--- src/design/conv3x3_image_filter_assert.svh ---
// ----------------------------------------------------------------------------
// conv3x3 image filter assertion macros
// shared concurrent assertion forms used by the filter rtl
// ----------------------------------------------------------------------------
`ifndef CONV3X3_IMAGE_FILTER_ASSERT_SVH
`define CONV3X3_IMAGE_FILTER_ASSERT_SVH

// condition holds at every clock edge outside reset
`define CVF_ASSERT_ALWAYS(label, clk, rst, cond, msg) \
   label: assert property (@(posedge clk) disable iff (rst) (cond)) else $error(msg);

// consequent holds in the cycle after the antecedent
`define CVF_ASSERT_NEXT(label, clk, rst, ante, cons, msg) \
   label: assert property (@(posedge clk) disable iff (rst) (ante) |=> (cons)) else $error(msg);

`endif

--- src/design/cvf_pkg.sv ---
// ----------------------------------------------------------------------------
// cvf_pkg
// shared types, codes and constants of the 3x3 image filter
// ----------------------------------------------------------------------------
package cvf_pkg;

   localparam int PIXEL_W        = 8;
   localparam int CFG_DIM_W      = 11;
   localparam int KERNEL_W       = 3;
   localparam int CSR_INDEX_W    = 2;
   localparam int CSR_DATA_W     = 11;
   localparam int DEF_MAX_WIDTH  = 1024;
   localparam int DEF_MAX_HEIGHT = 1024;

   localparam logic [CFG_DIM_W-1:0] RESET_WIDTH  = 11'd640;
   localparam logic [CFG_DIM_W-1:0] RESET_HEIGHT = 11'd480;

   // filter arithmetic
   localparam int TAP_W        = 4;
   localparam int SUM_W        = 13;
   localparam int KERNEL_COUNT = 5;
   localparam int PROD_W       = 25;
   localparam int MEAN_SHIFT   = 16;
   localparam logic [PROD_W-1:0]        MEAN_RECIP = 25'd7282;
   localparam logic signed [SUM_W-1:0]  SOBEL_BIAS = 13'sd1020;
   localparam int GAUSS_SHIFT  = 4;
   localparam int SOBEL_SHIFT  = 3;

   // output queue
   localparam int FIFO_DEPTH = 8;
   localparam int FIFO_PTR_W = 3;
   localparam int FIFO_CNT_W = 4;

   typedef enum logic [KERNEL_W-1:0] {
      KERNEL_IDENTITY = 3'd0,
      KERNEL_MEAN     = 3'd1,
      KERNEL_GAUSS    = 3'd2,
      KERNEL_SOBEL_H  = 3'd3,
      KERNEL_SOBEL_V  = 3'd4
   } kernel_type;

   typedef enum logic {
      BORDER_REPLICATE = 1'b0,
      BORDER_ZERO      = 1'b1
   } border_type;

   typedef enum logic [CSR_INDEX_W-1:0] {
      CSR_KERNEL = 2'd0,
      CSR_WIDTH  = 2'd1,
      CSR_HEIGHT = 2'd2,
      CSR_BORDER = 2'd3
   } csr_index_type;

   localparam logic signed [TAP_W-1:0] KERNEL_TAPS [KERNEL_COUNT][3][3] = '{
      '{'{4'sd0, 4'sd0, 4'sd0}, '{4'sd0, 4'sd1, 4'sd0}, '{4'sd0, 4'sd0, 4'sd0}},
      '{'{4'sd1, 4'sd1, 4'sd1}, '{4'sd1, 4'sd1, 4'sd1}, '{4'sd1, 4'sd1, 4'sd1}},
      '{'{4'sd1, 4'sd2, 4'sd1}, '{4'sd2, 4'sd4, 4'sd2}, '{4'sd1, 4'sd2, 4'sd1}},
      '{'{-4'sd1, 4'sd0, 4'sd1}, '{-4'sd2, 4'sd0, 4'sd2}, '{-4'sd1, 4'sd0, 4'sd1}},
      '{'{4'sd1, 4'sd2, 4'sd1}, '{4'sd0, 4'sd0, 4'sd0}, '{-4'sd1, -4'sd2, -4'sd1}}
   };

   // 3x3 neighborhood, [row][column], column 2 newest
   typedef logic [2:0][2:0][PIXEL_W-1:0] window_type;

   // one line store entry: pixel two rows up and one row up
   typedef struct packed {
      logic [PIXEL_W-1:0] upper;
      logic [PIXEL_W-1:0] lower;
   } line_pair_type;

   // position flags of the output pixel carried down the pipe
   typedef struct packed {
      logic top_edge;
      logic bottom_edge;
      logic left_edge;
      logic right_edge;
      logic end_of_frame;
   } meta_type;

   typedef struct packed {
      logic [PIXEL_W-1:0] pixel_out;
      logic               end_of_line;
      logic               end_of_frame;
   } rsp_type;

endpackage

--- src/design/cvf_out_fifo.sv ---
// ----------------------------------------------------------------------------
// cvf_out_fifo
// small result queue between the filter pipe and the response channel
// ----------------------------------------------------------------------------
module cvf_out_fifo import cvf_pkg::*; (
   input  logic                  clock,
   input  logic                  reset,
   input  logic                  push,
   input  rsp_type               push_data,
   input  logic                  pop,
   output logic                  out_valid,
   output rsp_type               out_data,
   output logic [FIFO_CNT_W-1:0] count
);

   rsp_type                 fifo_mem [FIFO_DEPTH];
   logic [FIFO_PTR_W-1:0]   wr_ptr_ff, wr_ptr_in;
   logic [FIFO_PTR_W-1:0]   rd_ptr_ff, rd_ptr_in;
   logic [FIFO_CNT_W-1:0]   count_ff, count_in;
   logic                    do_pop;

   assign do_pop = pop && (count_ff != '0);

   always_comb begin
      wr_ptr_in = push ? wr_ptr_ff + 1'b1 : wr_ptr_ff;
      rd_ptr_in = do_pop ? rd_ptr_ff + 1'b1 : rd_ptr_ff;
      count_in  = count_ff + FIFO_CNT_W'(push) - FIFO_CNT_W'(do_pop);
   end

   always_ff @(posedge clock) begin
      if (reset) begin
         wr_ptr_ff <= '0;
         rd_ptr_ff <= '0;
         count_ff  <= '0;
      end else begin
         wr_ptr_ff <= wr_ptr_in;
         rd_ptr_ff <= rd_ptr_in;
         count_ff  <= count_in;
      end
   end

   always_ff @(posedge clock) begin
      if (push) begin
         fifo_mem[wr_ptr_ff] <= push_data;
      end
   end

   assign out_valid = (count_ff != '0);
   assign out_data  = fifo_mem[rd_ptr_ff];
   assign count     = count_ff;

endmodule

--- config.mk ---
export PLATFORM = sky130hd
export DESIGN_NAME = cvf_out_fifo
export DESIGN_NICKNAME = d
export VERILOG_FILES = /design/src/design/conv3x3_image_filter_assert.svh /design/src/design/cvf_pkg.sv /design/src/design/cvf_out_fifo.sv
export SDC_FILE = /design/constraint.sdc
export NUM_CORES = 1
export LEC_CHECK = 0
export BUFFER_PORTS_ARGS = -buffer_cell sky130_fd_sc_hd__buf_2
export CORE_ASPECT_RATIO = 1.1
export CORE_MARGIN = 4
export CORE_UTILIZATION = 40
export CTS_CLUSTER_DIAMETER = 30
export DETAILED_ROUTE_END_ITERATION = 6
export GPL_TIMING_DRIVEN = 0
export MAX_ROUTING_LAYER = met4
export PLACE_DENSITY_LB_ADDON = 0.1
export SLEW_MARGIN = 25
export SYNTH_ARGS = -nofsm -noshare
export SYNTH_HDL_FRONTEND = slang
export SYNTH_SLANG_ARGS = --single-unit
--- constraint.sdc ---
create_clock -name clock -period 2.93 [get_ports clock]
set_input_delay 0.1465 -clock clock [delete_from_list [all_inputs] [get_ports clock]]
set_output_delay 0.1465 -clock clock [all_outputs]
set_load 0.02 [all_outputs]
==> impl_metrics.py <==
metrics = {
    "outcome": {
        "status": "complete, no violations",
    },
    "global_routing": {
        "grt_pass1_wl_microns": 10100,
        "antenna_found_initial": 0,
        "grt_start_max_net_pins": 16,
        "grt_overflow_total": 0,
        "grt_util_all_layers_pct": 13.4,
        "grt_pass1_vias": 1841,
    },
    "flow_run": {
        "drv_cap": 0,
    },
    "die": {
        "die_h_microns": 109,
        "pin_count": 29,
        "die_w_microns": 99.9,
        "initial_core_util_pct": 41.5,
        "placementRows": 36,
        "coreArea_sq_um": 8960,
        "dieArea_sq_um": 10900,
    },
    "place": {
        "portBuffers": 28,
        "hpwl_microns": 4200,
        "dp_cells": 335,
        "gp_congestion": 0.691,
    },
    "routing": {
        "drtPass1Iterations": 6,
        "ant_nets": 0,
        "routedWlPerCell_microns": 19.0,
        "routed-via-count": 1786,
        "drt-initial-drc-count": 95,
        "finalWirelength_microns": 6660,
        "drc": 0,
        "vias_per_cell": 5.09,
    },
    "cts": {
        "cts_buffers": 9,
        "h-tree-depth": 3,
        "clkSinkCount": 93,
        "cts-root-buf": "clkbuf_8",
        "post_cts_resize_count": 0,
        "cts_setup_buffers": 0,
        "clockBufferDepth": 2,
        "postCtsHoldBufs": 0,
        "cts_tree": "done",
        "clk_pin_slew_worst_paths_ns": 0.09,
        "clk_latency_ns": 0.35,
    },
    "sta": {
        "hold_violations": 0,
        "fin_worst_skew_ns": 0.00978,
        "slew_headroom_pct": 48.2,
        "post-route-period-util_pct": 76.0,
        "tightest_slew_ns": 0.778,
        "slew_violations": 0,
        "tns_ns": 0,
        "rsz0062_at_grt": "false",
        "min_period_ns": 2.23,
        "setup_viol": 0,
        "clock.fmax_mhz": 449,
    },
    "logic_synthesis": {
        "yosysSeqAreaShare_pct": 71.6,
        "syn_area_sq_um": 3720,
        "synth_cell_types": 24,
        "synth_fp_nets": 212,
        "synth_seq_cells": 93,
        "avgSynthCellArea_sq_um": 19.5,
        "postSynthCellCount": 191,
        "yosys_warnings": 0,
    },
    "final_layout": {
        "drive_gt1_share_pct": 28.7,
        "multiInputGateArea_sq_um": 1010,
        "diodes": 0,
        "nets": 253,
        "fin_util_pct": 47.2,
        "fin_cells": 351,
        "register_area_sq_um": 2660,
        "n_fill_cell": 783,
        "syn2layout_area_growth_pct": 13.8,
    },
    "min_path": {
        "hp-class": "primary input to register",
    },
    "power": {
        "power.leakage_nw": 1.44,
        "ir_drop_mv": 0.380,
        "powerDensity_nw_per_um2": 703,
    },
    "worst_setup_path": {
        "crit_path_end_kind": "primary output",
        "worstSetupStartpointType": "register",
        "path_class": "register to primary output",
        "cp_cell_sequence": "clkbuf_1, mux4_1, mux2_2, buf_2",
        "worst_path_dominant_cell_family": "buffers and inverters",
        "critPathBufInv": 2,
        "slowest_stage": "clkbuf_1",
        "worstPathRequired_ns": 2.78,
        "cp.arrival_ns": 2.08,
        "cp_slowest_stage_delay_ns": 0.55,
        "cp_max_fo": 10,
    },
}
==> layer usage <==
layer,wire [microns],vias to the layer above,track usage [%]
met3,196,11,2.30
met2,3300,36,21.3
met4,96,0,5.85
met5,0,-,-
met1,3070,890,17.1
li1,-,849,-
==> through the flow <==
stage	instance area (sq um)	total power, mW	hold slack, ns	setup slack, ns
after CTS	4230	3.02	0.0406	0.650
final	4230	2.98	0.0586	0.702
after floorplan	3720	2.01	0.245	0.769
after detailed placement	4040	2.20	0.426	0.749
after global placement	4000	2.19	0.421	0.525
after global routing	4230	3.12	0.0582	0.529
==> where the power goes <==
part | internal (mW) | switching (mW) | total (mW)
registers | 1.50 | 0.0350 | 1.54
clock network | 0.388 | 0.432 | 0.820
logic | 0.277 | 0.342 | 0.619
==> final timing paths <==
path                                   start        endpoint  slack (ns)  depth (start not counted)
worst max-delay path                register     out_data[4]        0.70                          4
worst min-delay path            push_data[1]  fifo_mem[6][1]        0.06                          1
worst max register to register      count[2]        count[1]        0.77                         10
worst min register to register  rd_ptr_ff[2]    rd_ptr_ff[2]        0.51                          2
==> logic make-up (layout without fill, tap and decap cells) <==
family	count (synthesis)	after routing	synth area share, %
muxes	33	33	18.0
adders and majority gates	7	7	2.56
buffers and inverters	14	60	1.82
DFF	93	93	71.6
AOI/OAI and AO/OA	10	10	1.45
and+or+nand+nor	31	31	3.87
xor gates and xnor gates	3	3	0.706
==> synth_stat cells <==
master | n | area [sq um]
mux4_1 | 20 | 526
nand3_1 | 3 | 15.0
ha_1 | 6 | 75.1
clkbuf_1 | 3 | 11.3
nor2b_1 | 2 | 12.5
xor2_1 | 2 | 17.5
o21ai_0 | 3 | 15.0
nor2_1 | 13 | 48.8
or3_1 | 1 | 6.26
mux2i_1 | 1 | 10.0
nand2b_1 | 4 | 25.0
nor3_1 | 2 | 10.0
mux2_2 | 12 | 135
dfxtp_1 | 13 | 260
nor3b_1 | 1 | 7.51
fa_1 | 1 | 20.0
xnor2_1 | 1 | 8.76
a21oi_1 | 6 | 30.0
nand2_1 | 5 | 18.8
a31o_2 | 1 | 8.76
buf_6 | 2 | 22.5
buf_1 | 1 | 3.75
edfxtp_1 | 80 | 2400
inv_1 | 8 | 30.0
==> registers in the layout, summed over array words and instances (netlist names), named ones only <==
register   flops
wr_ptr_ff      3
count          4
rd_ptr_ff      3
fifo_mem      80
==> area by class of cell <==
cell class | count | share of cell area [%]
flip-flops and latches | 93 | 62.9
multi-input cells | 84 | 24.0
repair buffers | 30 | 3.67
well taps | 114 | 3.37
clock buffers | 9 | 2.93
clock inverters | 7 | 1.57
plain buffers | 6 | 0.887
inverters | 8 | 0.709
==> cells in the final DEF (no fill, tap or decap), drive strengths merged <==
cell,n
buf,33
clkinvlp,3
dfxtp,13
nand2b,4
xnor2,1
o21ai,3
nor2b,2
mux2,12
mux4,20
or3,1
a21oi,6
ha,6
nand3,3
mux2i,1
nor3,2
bufinv,1
edfxtp,80
nor2,13
nand2,5
clkbuf,12
a31o,1
xor2,2
nor3b,1
clkinv,3
fa,1
inv,8
Power figures use the tool's default switching activity.
