$ cat src/design/conv3x3_image_filter_assert.svh
// ----------------------------------------------------------------------------
// conv3x3 image filter assertion macros
// shared concurrent assertion forms used by the filter rtl
// ----------------------------------------------------------------------------
`ifndef CONV3X3_IMAGE_FILTER_ASSERT_SVH
`define CONV3X3_IMAGE_FILTER_ASSERT_SVH

// condition holds at every clock edge outside reset
`define CVF_ASSERT_ALWAYS(label, clk, rst, cond, msg) \
   label: assert property (@(posedge clk) disable iff (rst) (cond)) else $error(msg);

// consequent holds in the cycle after the antecedent
`define CVF_ASSERT_NEXT(label, clk, rst, ante, cons, msg) \
   label: assert property (@(posedge clk) disable iff (rst) (ante) |=> (cons)) else $error(msg);

`endif

$ cat src/design/cvf_pkg.sv
// ----------------------------------------------------------------------------
// cvf_pkg
// shared types, codes and constants of the 3x3 image filter
// ----------------------------------------------------------------------------
package cvf_pkg;

   localparam int PIXEL_W        = 8;
   localparam int CFG_DIM_W      = 11;
   localparam int KERNEL_W       = 3;
   localparam int CSR_INDEX_W    = 2;
   localparam int CSR_DATA_W     = 11;
   localparam int DEF_MAX_WIDTH  = 1024;
   localparam int DEF_MAX_HEIGHT = 1024;

   localparam logic [CFG_DIM_W-1:0] RESET_WIDTH  = 11'd640;
   localparam logic [CFG_DIM_W-1:0] RESET_HEIGHT = 11'd480;

   // filter arithmetic
   localparam int TAP_W        = 4;
   localparam int SUM_W        = 13;
   localparam int KERNEL_COUNT = 5;
   localparam int PROD_W       = 25;
   localparam int MEAN_SHIFT   = 16;
   localparam logic [PROD_W-1:0]        MEAN_RECIP = 25'd7282;
   localparam logic signed [SUM_W-1:0]  SOBEL_BIAS = 13'sd1020;
   localparam int GAUSS_SHIFT  = 4;
   localparam int SOBEL_SHIFT  = 3;

   // output queue
   localparam int FIFO_DEPTH = 8;
   localparam int FIFO_PTR_W = 3;
   localparam int FIFO_CNT_W = 4;

   typedef enum logic [KERNEL_W-1:0] {
      KERNEL_IDENTITY = 3'd0,
      KERNEL_MEAN     = 3'd1,
      KERNEL_GAUSS    = 3'd2,
      KERNEL_SOBEL_H  = 3'd3,
      KERNEL_SOBEL_V  = 3'd4
   } kernel_type;

   typedef enum logic {
      BORDER_REPLICATE = 1'b0,
      BORDER_ZERO      = 1'b1
   } border_type;

   typedef enum logic [CSR_INDEX_W-1:0] {
      CSR_KERNEL = 2'd0,
      CSR_WIDTH  = 2'd1,
      CSR_HEIGHT = 2'd2,
      CSR_BORDER = 2'd3
   } csr_index_type;

   localparam logic signed [TAP_W-1:0] KERNEL_TAPS [KERNEL_COUNT][3][3] = '{
      '{'{4'sd0, 4'sd0, 4'sd0}, '{4'sd0, 4'sd1, 4'sd0}, '{4'sd0, 4'sd0, 4'sd0}},
      '{'{4'sd1, 4'sd1, 4'sd1}, '{4'sd1, 4'sd1, 4'sd1}, '{4'sd1, 4'sd1, 4'sd1}},
      '{'{4'sd1, 4'sd2, 4'sd1}, '{4'sd2, 4'sd4, 4'sd2}, '{4'sd1, 4'sd2, 4'sd1}},
      '{'{-4'sd1, 4'sd0, 4'sd1}, '{-4'sd2, 4'sd0, 4'sd2}, '{-4'sd1, 4'sd0, 4'sd1}},
      '{'{4'sd1, 4'sd2, 4'sd1}, '{4'sd0, 4'sd0, 4'sd0}, '{-4'sd1, -4'sd2, -4'sd1}}
   };

   // 3x3 neighborhood, [row][column], column 2 newest
   typedef logic [2:0][2:0][PIXEL_W-1:0] window_type;

   // one line store entry: pixel two rows up and one row up
   typedef struct packed {
      logic [PIXEL_W-1:0] upper;
      logic [PIXEL_W-1:0] lower;
   } line_pair_type;

   // position flags of the output pixel carried down the pipe
   typedef struct packed {
      logic top_edge;
      logic bottom_edge;
      logic left_edge;
      logic right_edge;
      logic end_of_frame;
   } meta_type;

   typedef struct packed {
      logic [PIXEL_W-1:0] pixel_out;
      logic               end_of_line;
      logic               end_of_frame;
   } rsp_type;

endpackage

$ cat src/design/cvf_filter.sv
// ----------------------------------------------------------------------------
// cvf_filter
// weighted 3x3 sum with border handling, then kernel scaling
// ----------------------------------------------------------------------------
module cvf_filter import cvf_pkg::*; (
   input  logic                clock,
   input  logic                reset,
   input  logic                win_valid,
   input  meta_type            win_meta,
   input  window_type          window,
   input  logic [KERNEL_W-1:0] kernel_select,
   input  border_type          border_mode,
   output logic                res_valid,
   output rsp_type             res_data
);

   kernel_type              ks;
   logic [1:0]              row_src [3];
   logic [1:0]              col_src [3];
   logic                    row_out [3];
   logic                    col_out [3];
   logic [PIXEL_W-1:0]      tap_pix [3][3];
   logic signed [SUM_W-1:0] term [3][3];
   logic signed [SUM_W-1:0] acc;

   logic                    sum_valid_ff;
   logic signed [SUM_W-1:0] sum_ff;
   kernel_type              kern_ff;
   logic                    eol_ff;
   logic                    eof_ff;

   logic [PROD_W-1:0]       prod;
   logic signed [SUM_W-1:0] biased;
   logic [PIXEL_W-1:0]      pix;

   // codes past vertical sobel act as identity
   assign ks = (kernel_select > KERNEL_SOBEL_V) ? KERNEL_IDENTITY : kernel_type'(kernel_select);

   // outside rows/columns fold onto the center
   always_comb begin
      row_out[0] = win_meta.top_edge;
      row_out[1] = 1'b0;
      row_out[2] = win_meta.bottom_edge;
      col_out[0] = win_meta.left_edge;
      col_out[1] = 1'b0;
      col_out[2] = win_meta.right_edge;
      for (int k = 0; k < 3; k++) begin
         row_src[k] = row_out[k] ? 2'd1 : 2'(k);
         col_src[k] = col_out[k] ? 2'd1 : 2'(k);
      end
   end

   always_comb begin
      acc = '0;
      for (int dy = 0; dy < 3; dy++) begin
         for (int dx = 0; dx < 3; dx++) begin
            if ((row_out[dy] || col_out[dx]) && border_mode == BORDER_ZERO) begin
               tap_pix[dy][dx] = '0;
            end else begin
               tap_pix[dy][dx] = window[row_src[dy]][col_src[dx]];
            end
            term[dy][dx] = SUM_W'(KERNEL_TAPS[ks][dy][dx]) * $signed(SUM_W'(tap_pix[dy][dx]));
            acc = acc + term[dy][dx];
         end
      end
   end

   always_ff @(posedge clock) begin
      if (reset) begin
         sum_valid_ff <= 1'b0;
      end else begin
         sum_valid_ff <= win_valid;
      end
   end

   always_ff @(posedge clock) begin
      sum_ff  <= acc;
      kern_ff <= ks;
      eol_ff  <= win_meta.right_edge;
      eof_ff  <= win_meta.end_of_frame;
   end

   // divide by nine through the reciprocal, exact for sums below 32768
   assign prod   = PROD_W'(sum_ff[SUM_W-2:0]) * MEAN_RECIP;
   assign biased = sum_ff + SOBEL_BIAS;

   always_comb begin
      case (kern_ff) inside
         KERNEL_MEAN:                    pix = prod[MEAN_SHIFT +: PIXEL_W];
         KERNEL_GAUSS:                   pix = sum_ff[GAUSS_SHIFT +: PIXEL_W];
         KERNEL_SOBEL_H, KERNEL_SOBEL_V: pix = biased[SOBEL_SHIFT +: PIXEL_W];
         default:                        pix = sum_ff[PIXEL_W-1:0];
      endcase
   end

   assign res_valid = sum_valid_ff;
   assign res_data  = '{pixel_out: pix, end_of_line: eol_ff, end_of_frame: eof_ff};

endmodule

$ cat config.mk
export PLATFORM = sky130hd
export DESIGN_NAME = cvf_filter
export DESIGN_NICKNAME = d
export VERILOG_FILES = /design/src/design/conv3x3_image_filter_assert.svh /design/src/design/cvf_pkg.sv /design/src/design/cvf_filter.sv
export SDC_FILE = /design/constraint.sdc
export NUM_CORES = 1
export LEC_CHECK = 0
export BUFFER_PORTS_ARGS = -buffer_cell sky130_fd_sc_hd__buf_2
export CORE_AREA = 2 2 120 180
export CTS_CLUSTER_SIZE = 14
export DETAILED_ROUTE_END_ITERATION = 10
export DIE_AREA = 0 0 122 182
export MAX_ROUTING_LAYER = met4
export PLACE_DENSITY = 0.72
export SYNTH_ARGS = -nofsm -noshare
export SYNTH_HDL_FRONTEND = slang
export SYNTH_SLANG_ARGS = --single-unit
export TNS_END_PERCENT = 1
$ cat constraint.sdc
create_clock -name clock -period 14.39 [get_ports clock]
set_input_delay 1.439 -clock clock [delete_from_list [all_inputs] [get_ports clock]]
set_output_delay 1.439 -clock clock [all_outputs]
set_load 0.005 [all_outputs]
==> results of run 1 <==
==> through the flow <==
step,area [sq um],std cells,hold slack (ps),utilization,worst slack (ps)
floorplan,11180,1271,1467,-,6214
global placement,11820,1595,1542,0.5701,5345
detailed placement,11820,1595,1546,0.5701,5258
CTS,11910,1599,1274,0.5744,5496
global route,11910,1599,1281,0.5744,5180
finish,11910,1599,1277,0.5744,5480
==> state kept, by name, indices dropped and copies added (netlist names) <==
name and count:
sum_ff 12, kern_ff 3, eof_ff 1, res_valid 1
eol_ff 1
==> layer usage <==
layer | global-route usage | vias up | routed length [um]
met1 | 0.3145 | 4375 | 10820
li1 | - | 4089 | -
met5 | - | - | 0
met2 | 0.5774 | 361 | 17620
met3 | 0.01759 | 155 | 1402
met4 | 0.2648 | 0 | 3494
==> how the worst max path moves through the flow <==
stage | start | endpoint | slack, ps | depth (start not counted)
5_1_grt | win_meta[3] | sum_ff[11] | 5180 | 28
3_5_place_dp | win_meta[3] | sum_ff[11] | 5260 | 28
2_1_floorplan | win_meta[4] | sum_ff[11] | 6210 | 27
4_1_cts | win_meta[3] | sum_ff[11] | 5500 | 28
3_3_place_gp | win_meta[3] | sum_ff[11] | 5340 | 28
6_report | win_meta[3] | sum_ff[11] | 5480 | 28
==> cells in the final DEF, fill, tap and decap left out, types with 11 or more instances in the layout <==
master	Yosys	routed
buf_2	15	94
inv_1	289	289
ha_1	158	158
dfxtp_1	18	18
a211oi_1	23	23
mux2i_1	39	39
a21oi_1	27	27
and2_1	23	23
nor3_1	11	11
nand2_1	83	83
nor2b_1	30	30
o21ai_0	23	23
xnor2_1	31	31
fa_1	216	216
nor2_1	127	127
==> area by class of cell <==
type | instances | area, sq um
timing repair buffer | 98 | 500.5
clock buffer | 4 | 88.84
tap | 268 | 335.3
fill | 1963 | 8826
multi-input combinational | 920 | 9533
inverter | 291 | 1095
sequential | 18 | 360.3
==> kinds of logic (layout without fill, tap and decap cells) <==
logic type | after synthesis | after routing
adders and majority gates | 374 | 374
buffers and inverters | 333 | 393
and+or+nand+nor | 325 | 325
AOI/OAI and AO/OA | 140 | 140
muxes | 46 | 46
xor gates and xnor gates | 35 | 35
DFF | 18 | 18
==> impl_metrics.toml, run 1 <==
[timing]
slew_violations = 0
fmax_mhz = 112.2
fin_crit_ps = 8910
finalCritPeriodShare = 0.6192
hold_viol_final = 0
rsz0062_at_grt = "no"
max_slew_margin = 0.3917
worstMarginPinSlew_ps = 912.4
setup_viol = 0
tns_ps = 0

[drt]
drc_errors = 0
drt_iter0_drc = 615
routed_wl_mm = 33.34
drt-wirelength-per-cell_um = 20.85
num_vias = 8980
ant_nets = 0
dr.pass1.iters = 5
via_per_inst = 5.616

[die]
std_cell_rows = 65
initial_utilization = 0.5391
dieArea_sq_um = 22200
die_h_um = 182
die_w_um = 122
coreArea_sq_um = 20740
io_pins = 95

[global_routing]
grt_use_total = 0.3229
grt_start_max_net_pins = 46
antenna_found_initial = 0
grt_pass1_vias = 9710
grt.overflow.total = 0
grt_pass1_wl_mm = 51.49

[critical_path]
cp_max_fo = 18
cpMostUsedCell = "fa_1"
cpPeakStageDelay_ps = 560
critPathCaptureType = "flip-flop"
cp.required_ps = 14530
crit_arrival_ps = 9050
cp_top_family = "adder cells"
critPathBufInv = 7
crit_slowest_cell = "fa_1"
startpoint_type = "primary input"
worstSetupPathType = "primary input to flip-flop"

[placed_design]
gp_congestion = 1.005
dpl.hpwl_mm = 29.19
portBuffers = 94

[clock_network]
cts_resized = 0
clk_path_buf_depth = 2
h-tree-depth = 1
cts_tree = "built"
cts_hold_buffers = 0
root_buffer = "clkbuf_16"
numCtsBuffers = 3
cts_setup_buffers = 0
path_clk_slew_ps = 50
cts.sinks = 18

[layout]
nets = 1790
syn_to_final_growth_pct = 6.559
drive_gt1_frac = 0.09692
diodes = 0

[yosys]
synth.top_cell.area_share = 0.3868
synthXorXnorAreaFrac = 0.02742
ys_seq_elements = 18
synth_compound_area_frac = 0.08472
synthCells = 1271
synth_top_family_by_area = "adder cells"
syn_nets = 1729
synth.largest_area_cell = "fa_1"
synth-main-ff-cell = "dfxtp_1"
synthArstFlopShare = 0
seq_area_frac_synth = 0.03223
ys_types = 61
synth_edf_count = 0
synthAdderAreaFrac = 0.5636
synth_area_sq_um = 11180
synthMuxAreaShare = 0.04197
synthTopCellsByArea = "fa_1 39%, ha_1 18%, inv_1 9.7%"
syn_area_per_cell_sq_um = 8.796
yosysWarningCount = 0
synthTopCellsByCount = "289 x inv_1, 216 x fa_1, 158 x ha_1"
synth-simple-area-share = 0.1350
synth.most_common_cell = "inv_1"

[job]
maxCapViolations = 0

[hold_path]
hold_depth = 1
hold_end = "eof_ff"
holdCritStartpoint = "win_meta[0]"
min_path_type = "primary input to flip-flop"

[status]
status = "completed"
Power of run 1 is left out: the tool's default activity adds up to more than one toggle a clock period on the data nets, which glitch-free logic cannot reach.
==> run 2, diff against run 1 <==
==> constraint.sdc (replaced) <==
create_clock -name clock -period 9.1 [get_ports clock]
set_input_delay 0.91 -clock clock [delete_from_list [all_inputs] [get_ports clock]]
set_output_delay 0.91 -clock clock [all_outputs]
set_load 0.005 [all_outputs]
==> impl_metrics.toml, run 2 (synthesized netlist as in run 1, its figures left out) <==
[status]
status = "completed"

[layout]
final.fill_count = 1934
largest_reg_flops = 12
syn_to_final_growth_pct = 6.961
drive_gt1_frac = 0.1010
nets = 1796
top_regs = "sum_ff: 12 flops, kern_ff: 3 flops"
final_core_util = 0.5766
final_cell_mix = "289 x inv_1, 216 x fa_1, 158 x ha_1"
layout_commonest_cell = "inv_1"
diodes = 0
finalNonFillerCells = 1605
regMostFlops = "sum_ff"

[timing]
finalCritPeriodShare = 0.8905
tns_ps = 0
fin_crit_ps = 8104
slew_violations = 0
max_slew_margin = 0.4719
fmax_mhz = 123.4
hold_viol_final = 0
worstMarginPinSlew_ps = 789.3
setup_viol = 0
rsz0062_at_grt = "no"

[clock_network]
cts.sinks = 18
root_buffer = "clkbuf_16"
cts_hold_buffers = 0
path_clk_slew_ps = 50
cts_resized = 0
numCtsBuffers = 3
clk_path_buf_depth = 2
cts_setup_buffers = 0
h-tree-depth = 1
cts_tree = "built"

[hold_path]
hold_depth = 1
hold_end = "eof_ff"
holdCritStartpoint = "win_meta[0]"
min_path_type = "primary input to flip-flop"

[global_routing]
grt_pass1_vias = 9799
grt_start_max_net_pins = 36
grt_use_total = 0.3315
antenna_found_initial = 0
grt.overflow.total = 0
grt_pass1_wl_mm = 52.50

[critical_path]
critPathBufInv = 7
worstSetupPathType = "primary input to flip-flop"
critPathCaptureType = "flip-flop"
cp_max_fo = 35
startpoint_type = "primary input"
cp.required_ps = 9250
cpPeakStageDelay_ps = 650
cpMostUsedCell = "fa_1"
cp_top_family = "adder cells"
crit_arrival_ps = 8260
crit_slowest_cell = "mux2i_1"

[die]
die_h_um = 182
die_w_um = 122
coreArea_sq_um = 20740
std_cell_rows = 65
io_pins = 95
initial_utilization = 0.5391
dieArea_sq_um = 22200

[job]
maxCapViolations = 0

[drt]
dr.pass1.iters = 5
routed_wl_mm = 34.33
ant_nets = 0
num_vias = 8955
drt_iter0_drc = 551
drc_errors = 0
drt-wirelength-per-cell_um = 21.39
via_per_inst = 5.579

[placed_design]
placed_cells = 1601
dpl.hpwl_mm = 30.59
portBuffers = 94
gp_congestion = 1.018
run 2: area by class of cell:
type / count / area, sq um / share of cell area
multi-input combinational: 920 / 9533 / 0.7972
sequential: 18 / 360.3 / 0.03014
clock buffer: 4 / 88.84 / 0.007429
timing repair buffer: 104 / 545.5 / 0.04562
inverter: 291 / 1095 / 0.09156
tap: 268 / 335.3 / 0.02804
run 2: worst max path at each step:
stage,startpoint,to,slack [ps],depth (start not counted)
after CTS,win_meta[4],sum_ff[11],1010,25
after floorplan,win_meta[4],sum_ff[11],1450,27
after detailed placement,win_meta[4],sum_ff[11],730,25
final,win_meta[4],sum_ff[11],1000,25
after global placement,win_meta[4],sum_ff[11],920,25
after global routing,win_meta[4],sum_ff[11],640,24
run 2: metrics by stage:
step	hold WS (ps)	area (sq um)	setup slack, ps
2_1_floorplan	937.7	11180	1453
3_3_place_gp	1013	11870	919.3
3_5_place_dp	1017	11870	728.8
4_1_cts	737.4	11960	1006
5_1_grt	741.9	11960	644.5
6_report	736.0	11960	996.5
run 2: routing by layer:
layer / up-vias / part of all wire / GRT usage
li1: 4101 / - / -
met3: 139 / 0.041 / 0.01727
met5: - / 0 / -
met1: 4363 / 0.32 / 0.3114
met4: 0 / 0.11 / 0.2906
met2: 352 / 0.53 / 0.5969
Power of run 2 is left out for the same reason.
==> run 3, diff against run 2 <==
--- a/config.mk
+++ b/config.mk
@@ -5,13 +5,13 @@
 export SDC_FILE = /design/constraint.sdc
 export NUM_CORES = 1
 export LEC_CHECK = 0
-export BUFFER_PORTS_ARGS = -buffer_cell sky130_fd_sc_hd__buf_2
 export CORE_AREA = 2 2 120 180
 export CTS_CLUSTER_SIZE = 14
 export DETAILED_ROUTE_END_ITERATION = 10
 export DIE_AREA = 0 0 122 182
+export DONT_BUFFER_PORTS = 1
 export MAX_ROUTING_LAYER = met4
-export PLACE_DENSITY = 0.72
+export PLACE_DENSITY = 0.68
 export SYNTH_ARGS = -nofsm -noshare
 export SYNTH_HDL_FRONTEND = slang
 export SYNTH_SLANG_ARGS = --single-unit
==> impl_metrics.toml, run 3 (synthesized netlist as in run 1, its figures left out) <==
[timing]
slew_violations = 0
finalCritPeriodShare = 0.8743
rsz0062_at_grt = "no"
fin_crit_ps = 7956
hold_viol_final = 0
tns_ps = 0
worstMarginPinSlew_ps = 702.7
setup_viol = 0
max_slew_margin = 0.5182
fmax_mhz = 125.7
fin_ws_ps = 1144

[layout]
nets = 1698
final_cell_mix = "289 x inv_1, 216 x fa_1, 158 x ha_1"
final_area_sq_um = 11460
layout_commonest_cell = "inv_1"
largest_reg_flops = 12
syn_to_final_growth_pct = 2.507
final_core_util = 0.5526
drive_gt1_frac = 0.02986
top_regs = "sum_ff: 12 flops, kern_ff: 3 flops"
regMostFlops = "sum_ff"

[clock_network]
path_clk_slew_ps = 60
cts_resized = 0
root_buffer = "clkbuf_16"
cts_tree = "built"
clk_path_buf_depth = 2
cts_hold_buffers = 0
cts.sinks = 18
cts_setup_buffers = 0
h-tree-depth = 1
numCtsBuffers = 3

[drt]
routed_wl_mm = 33.30
via_per_inst = 5.753
drt_iter0_drc = 467
ant_nets = 0
drt-wirelength-per-cell_um = 22.08
drc_errors = 0
dr.pass1.iters = 7
num_vias = 8676

[critical_path]
critPathBufInv = 5
worstSetupPathType = "primary input to flip-flop"
startpoint_type = "primary input"
critPathCaptureType = "flip-flop"
cp_max_fo = 23
crit_chain = "nand2b_4 > inv_4 > nand2_4 > inv_1 > nand2_1 > fa_1 > fa_1 > fa_1 > fa_1 > inv_1 > fa_1 > fa_1 > inv_1 > fa_1 > inv_1 > ha_1 > ha_1 > fa_1 > a21o_1 > a21oi_1 > nor2b_1 > o21a_1 > o41a_1 > xnor2_1"
crit_slowest_cell = "fa_1"
crit_arrival_ps = 8080
cp.required_ps = 9230
cp_top_family = "adder cells"
cpMostUsedCell = "fa_1"
cpPeakStageDelay_ps = 590

[placed_design]
placed_cell_area_sq_um = 11370
gp_congestion = 1.081
portBuffers = 0
dpl.hpwl_mm = 29.25
place_ws_ps = 926.0

[die]
initial_utilization = 0.5391
dieArea_sq_um = 22200
coreArea_sq_um = 20740
die_w_um = 122
die_h_um = 182
std_cell_rows = 65
io_pins = 95

[global_routing]
antenna_found_initial = 1
grt_pass1_vias = 9374
grt_use_total = 0.3240
grt_pass1_wl_mm = 50.98
grt_start_max_net_pins = 46
grt.overflow.total = 0

[hold_path]
min_path_type = "primary input to flip-flop"

[status]
status = "completed"

[job]
maxCapViolations = 0
==> run 3: metal layers <==
| metal | vias to the layer above | wire length [um] | global-route usage |
|---|---|---|---|
| met5 | - | 0 | - |
| met4 | 0 | 3920 | 0.2938 |
| met3 | 146 | 1823 | 0.04020 |
| met2 | 360 | 17290 | 0.5620 |
| met1 | 4269 | 10260 | 0.3044 |
| li1 | 3901 | - | - |
==> run 3: area by class of cell <==
class / count / area (sq um)
inverters: 291 / 1095
clock buffers: 4 / 88.84
well taps: 268 / 335.3
fillers: 1988 / 9279
repair buffers: 6 / 45.04
diodes: 1 / 2.502
multi-input cells: 920 / 9533
flip-flops and latches: 18 / 360.3
==> run 3: through the flow <==
stage          hold WS, ps  std cells
2_1_floorplan        937.7       1271
3_3_place_gp         937.8       1503
3_5_place_dp         937.8       1503
4_1_cts              663.1       1507
5_1_grt              658.2       1508
6_report             667.6       1508
==> run 3: path summary, 6_finish.rpt <==
kind,slack [ps],end,cells past startpoint,start
max,1140,sum_ff[11],24,kernel_select[2]
min,670,eol_ff,0,win_meta[1]
Power of run 3 is left out for the same reason.
